$ cat src/sv/ert_pkg.sv
`timescale 1ns / 1ps
`default_nettype none

package ert_pkg;

   localparam int TABLE_ENTRIES = 16;
   localparam int IDX_W         = (TABLE_ENTRIES > 1) ? $clog2(TABLE_ENTRIES) : 1;
   localparam logic [IDX_W-1:0] LAST_IDX = IDX_W'(TABLE_ENTRIES - 1);

   localparam int MAX_RESULTS = 16;
   localparam int CNT_W       = $clog2(MAX_RESULTS + 1);

   localparam int RTT_W = 42;
   localparam int SUM_W = 64;
   localparam int MS_W  = 10;
   localparam logic [MS_W-1:0] MS_PER_SECOND = MS_W'(1000);

   localparam int CSR_IDX_W  = 2;
   localparam int CSR_DATA_W = 16;
   localparam logic [CSR_IDX_W-1:0] CSR_PING_IDENT = CSR_IDX_W'(0);
   localparam logic [CSR_IDX_W-1:0] CSR_TIMEOUT    = CSR_IDX_W'(1);

   localparam logic [15:0] PING_IDENT_RESET = 16'd1;
   localparam logic [7:0]  TIMEOUT_RESET    = 8'd5;

   localparam logic [1:0] MODE_SEND  = 2'd0;
   localparam logic [1:0] MODE_REPLY = 2'd1;
   localparam logic [1:0] MODE_TICK  = 2'd2;

   localparam logic [2:0] STAT_SENT       = 3'd0;
   localparam logic [2:0] STAT_FULL       = 3'd1;
   localparam logic [2:0] STAT_MATCHED    = 3'd2;
   localparam logic [2:0] STAT_UNMATCHED  = 3'd3;
   localparam logic [2:0] STAT_TIMEOUT    = 3'd4;
   localparam logic [2:0] STAT_NO_TIMEOUT = 3'd5;

   typedef struct packed {
      logic [1:0]  mode;
      logic [31:0] now_seconds;
      logic [15:0] reply_ident;
      logic [15:0] reply_seq;
   } req_type;

   typedef struct packed {
      logic [2:0]       status;
      logic [15:0]      seq_number;
      logic [RTT_W-1:0] rtt_ms;
      logic [31:0]      sent_total;
      logic [31:0]      received_total;
      logic [RTT_W-1:0] min_rtt_ms;
      logic [RTT_W-1:0] max_rtt_ms;
      logic [SUM_W-1:0] sum_rtt_ms;
      logic             last;
   } rsp_type;

   typedef struct packed {
      logic [15:0] ident;
      logic [15:0] seq;
      logic [31:0] stamp;
   } entry_type;

   typedef struct packed {
      logic             rd_en;
      logic [IDX_W-1:0] rd_idx;
      logic             wr_en;
      logic             set_en;
      logic [IDX_W-1:0] wr_idx;
      entry_type        wr_entry;
      logic             clr_en;
      logic [IDX_W-1:0] clr_idx;
   } tbl_ctl_type;

endpackage

`default_nettype wire

$ cat src/sv/echo_request_tracker_core.sv
`timescale 1ns / 1ps
`default_nettype none
// The table is scanned one slot per cycle through a registered read port. One item is in flight
// at a time: a new start is taken only in idle. A matched reply then passes the multiply, sum and
// min/max states, and a tick ends with a flush state. Busy drops with the final result strobe,
// which the receiver cannot stall. Reset: synchronous; clears table valid bits, counters and
// statistics, and restores the sequence number, ping ident and timeout to their reset values;
// datapath registers are not reset.

module echo_request_tracker_core (
   input  wire logic                               clock,
   input  wire logic                               reset,
   input  wire logic                               start,
   output logic                                    busy,
   input  wire ert_pkg::req_type                   req_item,
   output logic                                    rsp_valid,
   output ert_pkg::rsp_type                        rsp_item,
   input  wire logic                               csr_we,
   input  wire logic [ert_pkg::CSR_IDX_W-1:0]      csr_index,
   input  wire logic [ert_pkg::CSR_DATA_W-1:0]     csr_wdata
);

   typedef enum logic [2:0] {
      S_IDLE,
      S_SCAN,
      S_FLUSH,
      S_MUL,
      S_SUM,
      S_MINMAX
   } state_type;

   state_type                        state_ff, state_in;
   ert_pkg::req_type                 req_ff, req_in;
   logic                             iss_ff, iss_in;
   logic [ert_pkg::IDX_W-1:0]        rd_idx_ff, rd_idx_in;
   logic                             chk_vld_ff, chk_vld_in;
   logic [ert_pkg::IDX_W-1:0]        chk_idx_ff, chk_idx_in;
   logic [ert_pkg::CNT_W-1:0]        cnt_ff, cnt_in;
   logic                             pend_vld_ff, pend_vld_in;
   logic [15:0]                      pend_seq_ff, pend_seq_in;
   logic [31:0]                      age_ff, age_in;
   logic [ert_pkg::RTT_W-1:0]        rtt_ff, rtt_in;
   logic [15:0]                      next_seq_ff, next_seq_in;
   logic [31:0]                      sent_cnt_ff, sent_cnt_in;
   logic [31:0]                      recv_cnt_ff, recv_cnt_in;
   logic [ert_pkg::RTT_W-1:0]        min_ff, min_in;
   logic [ert_pkg::RTT_W-1:0]        max_ff, max_in;
   logic [ert_pkg::SUM_W-1:0]        sum_ff, sum_in;
   logic [15:0]                      ping_ident_ff, ping_ident_in;
   logic [7:0]                       timeout_ff, timeout_in;
   logic                             rsp_valid_ff, rsp_valid_in;
   ert_pkg::rsp_type                 rsp_ff, rsp_in;

   ert_pkg::tbl_ctl_type             tbl_ctl;
   ert_pkg::entry_type               rd_entry;
   logic                             rd_active;
   logic [31:0]                      age;
   logic                             hit;
   logic                             scan_end;
   logic [ert_pkg::SUM_W:0]          sum_wide;
   logic [2:0]                       o_status;
   logic [15:0]                      o_seq;
   logic [ert_pkg::RTT_W-1:0]        o_rtt;
   logic                             o_last;

   ert_table u_table (
      .clock     (clock),
      .reset     (reset),
      .ctl       (tbl_ctl),
      .rd_entry  (rd_entry),
      .rd_active (rd_active)
   );

   assign age      = req_ff.now_seconds - rd_entry.stamp;
   assign scan_end = chk_vld_ff && (chk_idx_ff == ert_pkg::LAST_IDX);
   assign sum_wide = {1'b0, sum_ff} + (ert_pkg::SUM_W + 1)'(rtt_ff);

   always_comb begin
      hit = 1'b0;
      if (chk_vld_ff) begin
         case (req_ff.mode)
            ert_pkg::MODE_SEND: begin
               hit = !rd_active;
            end
            ert_pkg::MODE_REPLY: begin
               hit = rd_active && (rd_entry.ident == req_ff.reply_ident)
                     && (rd_entry.seq == req_ff.reply_seq);
            end
            ert_pkg::MODE_TICK: begin
               hit = rd_active && (age > {24'd0, timeout_ff})
                     && (cnt_ff < ert_pkg::CNT_W'(ert_pkg::MAX_RESULTS));
            end
            default: begin
               hit = 1'b0;
            end
         endcase
      end
   end

   always_comb begin
      state_in      = state_ff;
      req_in        = req_ff;
      iss_in        = iss_ff;
      rd_idx_in     = rd_idx_ff;
      chk_vld_in    = 1'b0;
      chk_idx_in    = chk_idx_ff;
      cnt_in        = cnt_ff;
      pend_vld_in   = pend_vld_ff;
      pend_seq_in   = pend_seq_ff;
      age_in        = age_ff;
      rtt_in        = rtt_ff;
      next_seq_in   = next_seq_ff;
      sent_cnt_in   = sent_cnt_ff;
      recv_cnt_in   = recv_cnt_ff;
      min_in        = min_ff;
      max_in        = max_ff;
      sum_in        = sum_ff;
      ping_ident_in = ping_ident_ff;
      timeout_in    = timeout_ff;
      rsp_valid_in  = 1'b0;
      o_status      = ert_pkg::STAT_SENT;
      o_seq         = '0;
      o_rtt         = '0;
      o_last        = 1'b1;

      tbl_ctl          = '0;
      tbl_ctl.rd_en    = iss_ff;
      tbl_ctl.rd_idx   = rd_idx_ff;
      tbl_ctl.wr_idx   = chk_idx_ff;
      tbl_ctl.clr_idx  = chk_idx_ff;
      tbl_ctl.wr_entry = '{ident: ping_ident_ff, seq: next_seq_ff,
                           stamp: req_ff.now_seconds};

      if (csr_we) begin
         case (csr_index)
            ert_pkg::CSR_PING_IDENT: ping_ident_in = csr_wdata;
            ert_pkg::CSR_TIMEOUT:    timeout_in    = csr_wdata[7:0];
            default: ;
         endcase
      end

      case (state_ff)
         S_IDLE: begin
            if (start) begin
               req_in = req_item;
               if (req_item.mode == ert_pkg::MODE_SEND || req_item.mode == ert_pkg::MODE_REPLY
                   || req_item.mode == ert_pkg::MODE_TICK) begin
                  state_in    = S_SCAN;
                  iss_in      = 1'b1;
                  rd_idx_in   = '0;
                  cnt_in      = '0;
                  pend_vld_in = 1'b0;
               end
            end
         end
         S_SCAN: begin
            // advance the read pointer one slot ahead of the check stage
            if (iss_ff) begin
               chk_vld_in = 1'b1;
               chk_idx_in = rd_idx_ff;
               rd_idx_in  = rd_idx_ff + 1'b1;
               iss_in     = (rd_idx_ff != ert_pkg::LAST_IDX);
            end
            case (req_ff.mode)
               ert_pkg::MODE_SEND: begin
                  if (hit) begin
                     tbl_ctl.wr_en  = 1'b1;
                     tbl_ctl.set_en = (ping_ident_ff != 16'd0);
                     sent_cnt_in    = (sent_cnt_ff == '1) ? sent_cnt_ff : sent_cnt_ff + 1'b1;
                     next_seq_in    = next_seq_ff + 1'b1;
                     rsp_valid_in   = 1'b1;
                     o_status       = ert_pkg::STAT_SENT;
                     o_seq          = next_seq_ff;
                     state_in       = S_IDLE;
                     iss_in         = 1'b0;
                     chk_vld_in     = 1'b0;
                  end else if (scan_end) begin
                     rsp_valid_in = 1'b1;
                     o_status     = ert_pkg::STAT_FULL;
                     o_seq        = next_seq_ff;
                     state_in     = S_IDLE;
                  end
               end
               ert_pkg::MODE_REPLY: begin
                  if (hit) begin
                     tbl_ctl.clr_en = 1'b1;
                     age_in         = age;
                     state_in       = S_MUL;
                     iss_in         = 1'b0;
                     chk_vld_in     = 1'b0;
                  end else if (scan_end) begin
                     rsp_valid_in = 1'b1;
                     o_status     = ert_pkg::STAT_UNMATCHED;
                     o_seq        = req_ff.reply_seq;
                     state_in     = S_IDLE;
                  end
               end
               ert_pkg::MODE_TICK: begin
                  // hold each timeout one slot so the final one can carry last
                  if (hit) begin
                     tbl_ctl.clr_en = 1'b1;
                     cnt_in         = cnt_ff + 1'b1;
                     pend_vld_in    = 1'b1;
                     pend_seq_in    = rd_entry.seq;
                     if (pend_vld_ff) begin
                        rsp_valid_in = 1'b1;
                        o_status     = ert_pkg::STAT_TIMEOUT;
                        o_seq        = pend_seq_ff;
                        o_last       = 1'b0;
                     end
                  end
                  if (scan_end) begin
                     state_in = S_FLUSH;
                  end
               end
               default: begin
                  state_in = S_IDLE;
                  iss_in   = 1'b0;
               end
            endcase
         end
         S_FLUSH: begin
            rsp_valid_in = 1'b1;
            o_status     = pend_vld_ff ? ert_pkg::STAT_TIMEOUT : ert_pkg::STAT_NO_TIMEOUT;
            o_seq        = pend_vld_ff ? pend_seq_ff : 16'd0;
            pend_vld_in  = 1'b0;
            state_in     = S_IDLE;
         end
         S_MUL: begin
            rtt_in   = ert_pkg::RTT_W'(age_ff) * ert_pkg::RTT_W'(ert_pkg::MS_PER_SECOND);
            state_in = S_SUM;
         end
         S_SUM: begin
            recv_cnt_in = (recv_cnt_ff == '1) ? recv_cnt_ff : recv_cnt_ff + 1'b1;
            sum_in      = sum_wide[ert_pkg::SUM_W] ? '1 : sum_wide[ert_pkg::SUM_W-1:0];
            state_in    = S_MINMAX;
         end
         S_MINMAX: begin
            if (recv_cnt_ff == 32'd1) begin
               min_in = rtt_ff;
               max_in = rtt_ff;
            end else begin
               if (rtt_ff < min_ff) begin
                  min_in = rtt_ff;
               end
               if (rtt_ff > max_ff) begin
                  max_in = rtt_ff;
               end
            end
            rsp_valid_in = 1'b1;
            o_status     = ert_pkg::STAT_MATCHED;
            o_seq        = req_ff.reply_seq;
            o_rtt        = rtt_ff;
            state_in     = S_IDLE;
         end
         default: begin
            state_in = S_IDLE;
         end
      endcase

      rsp_in = '{status: o_status, seq_number: o_seq, rtt_ms: o_rtt,
                 sent_total: sent_cnt_in, received_total: recv_cnt_in,
                 min_rtt_ms: min_in, max_rtt_ms: max_in, sum_rtt_ms: sum_in,
                 last: o_last};
   end

   always_ff @(posedge clock) begin
      if (reset) begin
         state_ff      <= S_IDLE;
         iss_ff        <= 1'b0;
         chk_vld_ff    <= 1'b0;
         pend_vld_ff   <= 1'b0;
         next_seq_ff   <= 16'd1;
         sent_cnt_ff   <= '0;
         recv_cnt_ff   <= '0;
         min_ff        <= '0;
         max_ff        <= '0;
         sum_ff        <= '0;
         ping_ident_ff <= ert_pkg::PING_IDENT_RESET;
         timeout_ff    <= ert_pkg::TIMEOUT_RESET;
         rsp_valid_ff  <= 1'b0;
      end else begin
         state_ff      <= state_in;
         iss_ff        <= iss_in;
         chk_vld_ff    <= chk_vld_in;
         pend_vld_ff   <= pend_vld_in;
         next_seq_ff   <= next_seq_in;
         sent_cnt_ff   <= sent_cnt_in;
         recv_cnt_ff   <= recv_cnt_in;
         min_ff        <= min_in;
         max_ff        <= max_in;
         sum_ff        <= sum_in;
         ping_ident_ff <= ping_ident_in;
         timeout_ff    <= timeout_in;
         rsp_valid_ff  <= rsp_valid_in;
      end
   end

   always_ff @(posedge clock) begin
      req_ff      <= req_in;
      rd_idx_ff   <= rd_idx_in;
      chk_idx_ff  <= chk_idx_in;
      cnt_ff      <= cnt_in;
      pend_seq_ff <= pend_seq_in;
      age_ff      <= age_in;
      rtt_ff      <= rtt_in;
      rsp_ff      <= rsp_in;
   end

   assign busy      = (state_ff != S_IDLE);
   assign rsp_valid = rsp_valid_ff;
   assign rsp_item  = rsp_ff;

   assert property (@(posedge clock) disable iff (reset) rsp_valid_ff |-> $past(busy))
      else $error("result strobe without an item in flight");

   assert property (@(posedge clock) disable iff (reset)
      rsp_valid_ff && rsp_ff.last |-> !busy)
      else $error("still busy after final result");

   assert property (@(posedge clock) disable iff (reset)
      rsp_valid_ff && !rsp_ff.last |-> busy && rsp_ff.status == ert_pkg::STAT_TIMEOUT)
      else $error("non-final result outside a timeout run");

   assert property (@(posedge clock) disable iff (reset) recv_cnt_ff <= sent_cnt_ff)
      else $error("more replies matched than requests sent");

   assert property (@(posedge clock) disable iff (reset) min_ff <= max_ff)
      else $error("minimum round trip above maximum");

endmodule

`default_nettype wire

$ cat src/sv/ert_table.sv
`timescale 1ns / 1ps
`default_nettype none

module ert_table (
   input  wire logic                  clock,
   input  wire logic                  reset,
   input  wire ert_pkg::tbl_ctl_type  ctl,
   output ert_pkg::entry_type         rd_entry,
   output logic                       rd_active
);

   logic [ert_pkg::TABLE_ENTRIES-1:0] active_ff;
   logic [ert_pkg::TABLE_ENTRIES-1:0] active_in;
   ert_pkg::entry_type                mem [ert_pkg::TABLE_ENTRIES];
   ert_pkg::entry_type                rd_entry_ff;
   logic                              rd_active_ff;

   always_comb begin
      active_in = active_ff;
      if (ctl.wr_en) begin
         active_in[ctl.wr_idx] = ctl.set_en;
      end
      if (ctl.clr_en) begin
         active_in[ctl.clr_idx] = 1'b0;
      end
   end

   always_ff @(posedge clock) begin
      if (reset) begin
         active_ff <= '0;
      end else begin
         active_ff <= active_in;
      end
   end

   always_ff @(posedge clock) begin
      if (ctl.wr_en) begin
         mem[ctl.wr_idx] <= ctl.wr_entry;
      end
      if (ctl.rd_en) begin
         rd_entry_ff  <= mem[ctl.rd_idx];
         rd_active_ff <= active_ff[ctl.rd_idx];
      end
   end

   assign rd_entry  = rd_entry_ff;
   assign rd_active = rd_active_ff;

endmodule

`default_nettype wire
$ cat config.mk
export PLATFORM = sky130hd
export DESIGN_NAME = echo_request_tracker_core
export DESIGN_NICKNAME = d
export VERILOG_FILES = /design/src/sv/ert_pkg.sv /design/src/sv/echo_request_tracker_core.sv /design/src/sv/ert_table.sv
export SDC_FILE = /design/constraint.sdc
export NUM_CORES = 2
export LEC_CHECK = 0
export BUFFER_PORTS_ARGS = -buffer_cell sky130_fd_sc_hd__buf_2
export CAP_MARGIN = 20
export CORE_UTILIZATION = 64
export CTS_CLUSTER_DIAMETER = 50
export DETAILED_ROUTE_END_ITERATION = 16
export PLACE_DENSITY_LB_ADDON = 0.05
export SKIP_CTS_REPAIR_TIMING = 1
export SLEW_MARGIN = 20
export SYNTH_ARGS = -nofsm -noshare
export SYNTH_HDL_FRONTEND = slang
export SYNTH_SLANG_ARGS = --single-unit
export TNS_END_PERCENT = 100
$ cat constraint.sdc
create_clock -name clock -period 15.62 [get_ports clock]
set_clock_uncertainty 0.1 [all_clocks]
set_input_delay 1.562 -clock clock [delete_from_list [all_inputs] [get_ports clock]]
set_output_delay 1.562 -clock clock [all_outputs]
set_load 0.1 [all_outputs]
==> flow_summary.rst <==
.. list-table::
   :header-rows: 1

   * - Metric
     - Value
   * - Result of the run
     - completed
   * - Mapped Area
     - 0.07546 mm2
   * - DRC violation total after the first TritonRoute iteration
     - 4,321
   * - Die boundary height
     - 345.4 um
   * - Finish-stage setup viols
     - 0
   * - Number of max-cap violations
     - 0
   * - Area of the die
     - 0.1193 mm2
   * - Global-route wire length before repair
     - 264,600 um
   * - Layout cell share with drive strength beyond 1
     - 21.79%
   * - Nets
     - 5,674
   * - Maximum number of pins on one net before global-route repair
     - 165
   * - Aggregate routed wire length
     - 176,300 um
   * - Ys async rst share
     - 0%
   * - Number of rows created at floorplan
     - 125
   * - Required @ worst endpoint
     - 15.94 ns
   * - Clock latency on the worst-skew pair
     - 0.82 ns
   * - Standard cell area after detailed placement
     - 0.07885 mm2
   * - Cell at the root of the clock tree
     - clkbuf_16
   * - Final worst setup slack
     - 8.624 ns
   * - Number of max-slew violations in the final report
     - 0
   * - Worst path arrival time
     - 7.32 ns
   * - Hold slack final
     - 0.3362 ns
   * - Logic gate share of total power
     - 8.5%
   * - WS Path Type
     - register to register
   * - Count of mapped cells out of synthesis
     - 4,816
   * - Clk buf depth
     - 3
   * - Count of buffers from port buffering
     - 360
   * - Leading register cell type out of synthesis
     - edfxtp_1
   * - Most frequent cells after synthesis
     - edfxtp_1, dfxtp_1, mux4_2, ha_1, and2_1
   * - Maximum frequency from static timing analysis
     - 142.9 MHz
   * - Most used standard cell by instance count after synthesis
     - edfxtp_1
   * - Global Route Usage Sum
     - 29.63%
   * - Worst Tran Pin Value
     - 1.110 ns
   * - Worst slew margin
     - 24.97%
   * - Avg WL per Cell
     - 25.58 um
   * - Diode insertion count for antenna repair
     - 0
   * - Peak supply drop
     - 0.0001228 V
   * - Internal power
     - 0.008051 W
   * - Number of enable-type register cells in the synthesized netlist
     - 1,255
   * - Horizontal die dimension
     - 345.4 um
   * - Area added between synthesis and finish
     - 12.60%
   * - CTS tree
     - built
   * - Switching power total
     - 0.002446 W
   * - Crit Path Max Fanout
     - 86
   * - Antenna violations before repair
     - 3
   * - Distinct cells, synth
     - 99
   * - Total vias in the final route
     - 43,340
   * - Post-Synthesis Mean Instance Area
     - 15.67 um2
   * - Initial DRT Pass Iterations
     - 6
   * - Clk network pwr share
     - 41.6%
   * - Number of filler cells placed in the layout
     - 7,359
   * - Sum of net half-perimeters after detailed placement
     - 108,800 um
   * - Initial standard-cell utilization of the core
     - 64.77%
   * - Sequential area share after synthesis
     - 64.42%
   * - Static power due to leakage
     - 31.13 nW
   * - DR DRC count
     - 0
   * - Final critical-path required period
     - 6.996 ns
   * - Synth top area cells
     - edfxtp_1, dfxtp_1, mux4_2
   * - Relative contribution of sequential cells to total power
     - 49.9%
   * - Critical Path Sink Type
     - register
   * - Global route overflow
     - 0
   * - Category of the worst setup path launch point
     - register
   * - Number of storage elements in the synthesis netlist
     - 1,801
   * - Switching part of the total power
     - 23.30%
   * - Unrepaired setup endpoints after global routing
     - no
   * - Final critical-path share of the clock period
     - 44.79%
   * - Worst hold path class
     - register to register
   * - Total negative slack
     - 0 ns
   * - Clock transition time at the flip-flop clock pins of the worst setup and hold paths
     - 0.06 ns
   * - Final Power
     - 0.01050 W
   * - Fin. Hold Viols
     - 0
   * - Placeable core region
     - 0.1165 mm2
   * - Yosys warns
     - 0
   * - Share of Yosys cell area claimed by the top area cell type
     - 49.94%
   * - Pre-CTS setup slack
     - 8.650 ns
   * - Antenna Violating Nets Remaining
     - 0
   * - Final estimated routing congestion in global placement
     - 0.9078
   * - CTS sink count
     - 1,801
   * - Number of global-route vias before repair
     - 42,580
   * - Power density relative to cell area
     - 123.5 mW/mm2
   * - Vias per std cell
     - 6.286
   * - H-tree Lvls
     - 4
   * - Final non-filler cell area
     - 0.08497 mm2
   * - Clock buffers created by TritonCTS
     - 183
   * - Boundary Pins
     - 364
   * - Most area-hungry cell type in the Yosys netlist
     - edfxtp_1
## path summary, 6_finish.rpt
check / from / endpoint / slack, ns / depth (start not counted)
max: req_ff[33]$_DFFE_PP_ / u_table.mem[10][19]$_DFFE_PP_ / 8.62 / 20
min: sum_ff[0]$_SDFF_PP0_ / rsp_item[1]$_DFF_P_ / 0.34 / 1
max reg2reg: req_ff[33]$_DFFE_PP_ / u_table.mem[10][19]$_DFFE_PP_ / 8.62 / 20
min reg2reg: sum_ff[0]$_SDFF_PP0_ / rsp_item[1]$_DFF_P_ / 0.34 / 1
## flip-flops by register name, indices dropped and copies added (netlist names), 32 cells and up
signal and cells:
rsp_item 271, sum_ff 64, min_ff 42, sent_cnt_ff 32
max_ff 42, recv_cnt_ff 32, req_ff 66, age_ff 32
u_table.mem 1024, u_table.rd_entry 64, rtt_ff 39
## per-layer routing
metal	global-route usage (%)	vias to the layer above	wire [um]
li1	-	19170	-
met1	41.43	21860	71840
met2	48.27	1989	86000
met3	4.540	326	13240
met4	9.639	0	5246
met5	0	-	0
## logic make-up (layout without fill, tap and decap cells)
group	after synthesis	count (layout)	share of synthesized area, %
compound gates	620	620	5.566
buf+inv	408	960	2.165
fa+ha+maj	371	371	7.345
flops	1801	1801	64.42
other cells	1	3	0.004969
xor+xnor	171	171	1.985
simple gates	1009	1009	7.189
mux	435	435	11.32
## cells in the final DEF, fill, tap and decap left out, types with 19 or more instances in the layout
cell type,instances
a211oi_1,21
a21o_1,96
a21oi_1,176
a221o_1,19
a31oi_1,43
and2_1,224
and3_1,37
buf_2,359
buf_4,47
clkbuf_1,42
clkbuf_16,185
clkinv_1,25
clkinv_2,31
dfxtp_1,545
edfxtp_1,1255
fa_1,120
ha_1,251
inv_1,207
mux2_2,93
mux4_2,325
nand2_1,190
nand2b_1,27
nand3_1,79
nand4_1,64
nor2_1,162
nor2b_1,31
nor3_1,46
nor4_1,26
o21a_1,21
o21ai_0,78
o31ai_1,32
or3_1,23
or4_1,25
xnor2_1,89
xor2_1,82
## power by group through the flow
| stage | clock network [W] | logic (W) | registers [W] |
|---|---|---|---|
| 2_1_floorplan | 0 | 0.000642 | 0.00532 |
| 5_1_grt | 0.00461 | 0.000951 | 0.00524 |
| 3_5_place_dp | 0 | 0.000879 | 0.00534 |
| 4_1_cts | 0.00442 | 0.000892 | 0.00524 |
| 6_report | 0.00436 | 0.000895 | 0.00524 |
| 3_3_place_gp | 0 | 0.000874 | 0.00534 |
## stage by stage
stage	util, %	cells
detailed placement	67.67	6553
floorplan	-	4818
finish	72.93	6894
global placement	67.67	6553
CTS	72.90	6893
global route	72.93	6894
## critical path, stage by stage, from the launching register on
cell       delay (ns)
edfxtp_1         0.71
ha_1             0.33
nor2b_1          0.15
o2111ai_1        0.42
nand2_1          0.20
a21o_1           0.22
a21oi_1          0.16
xnor2_1          0.19
ha_1             0.31
a21oi_1          0.20
nand2_1          0.08
o31ai_1          0.24
nor4b_1          0.36
nand2_1          0.19
nor4_4           0.45
a211oi_4         0.18
o21ai_4          0.15
buf_4            0.72
or3_1            0.28
clkinv_2         0.32
buf_4            0.57
## area by class of cell
type | instances | area [um2] | share of cell area (%)
Inverter | 211 | 798.3 | 0.9394
Clock inverter | 101 | 1147 | 1.350
Clock buffer | 239 | 4952 | 5.828
Timing Repair Buffer | 409 | 2217 | 2.609
Sequential cell | 1801 | 48620 | 57.22
Multi-Input combinational cell | 2609 | 25330 | 29.81
Tap cell | 1524 | 1907 | 2.244
No activity file was read; power rests on OpenSTA's default activity.
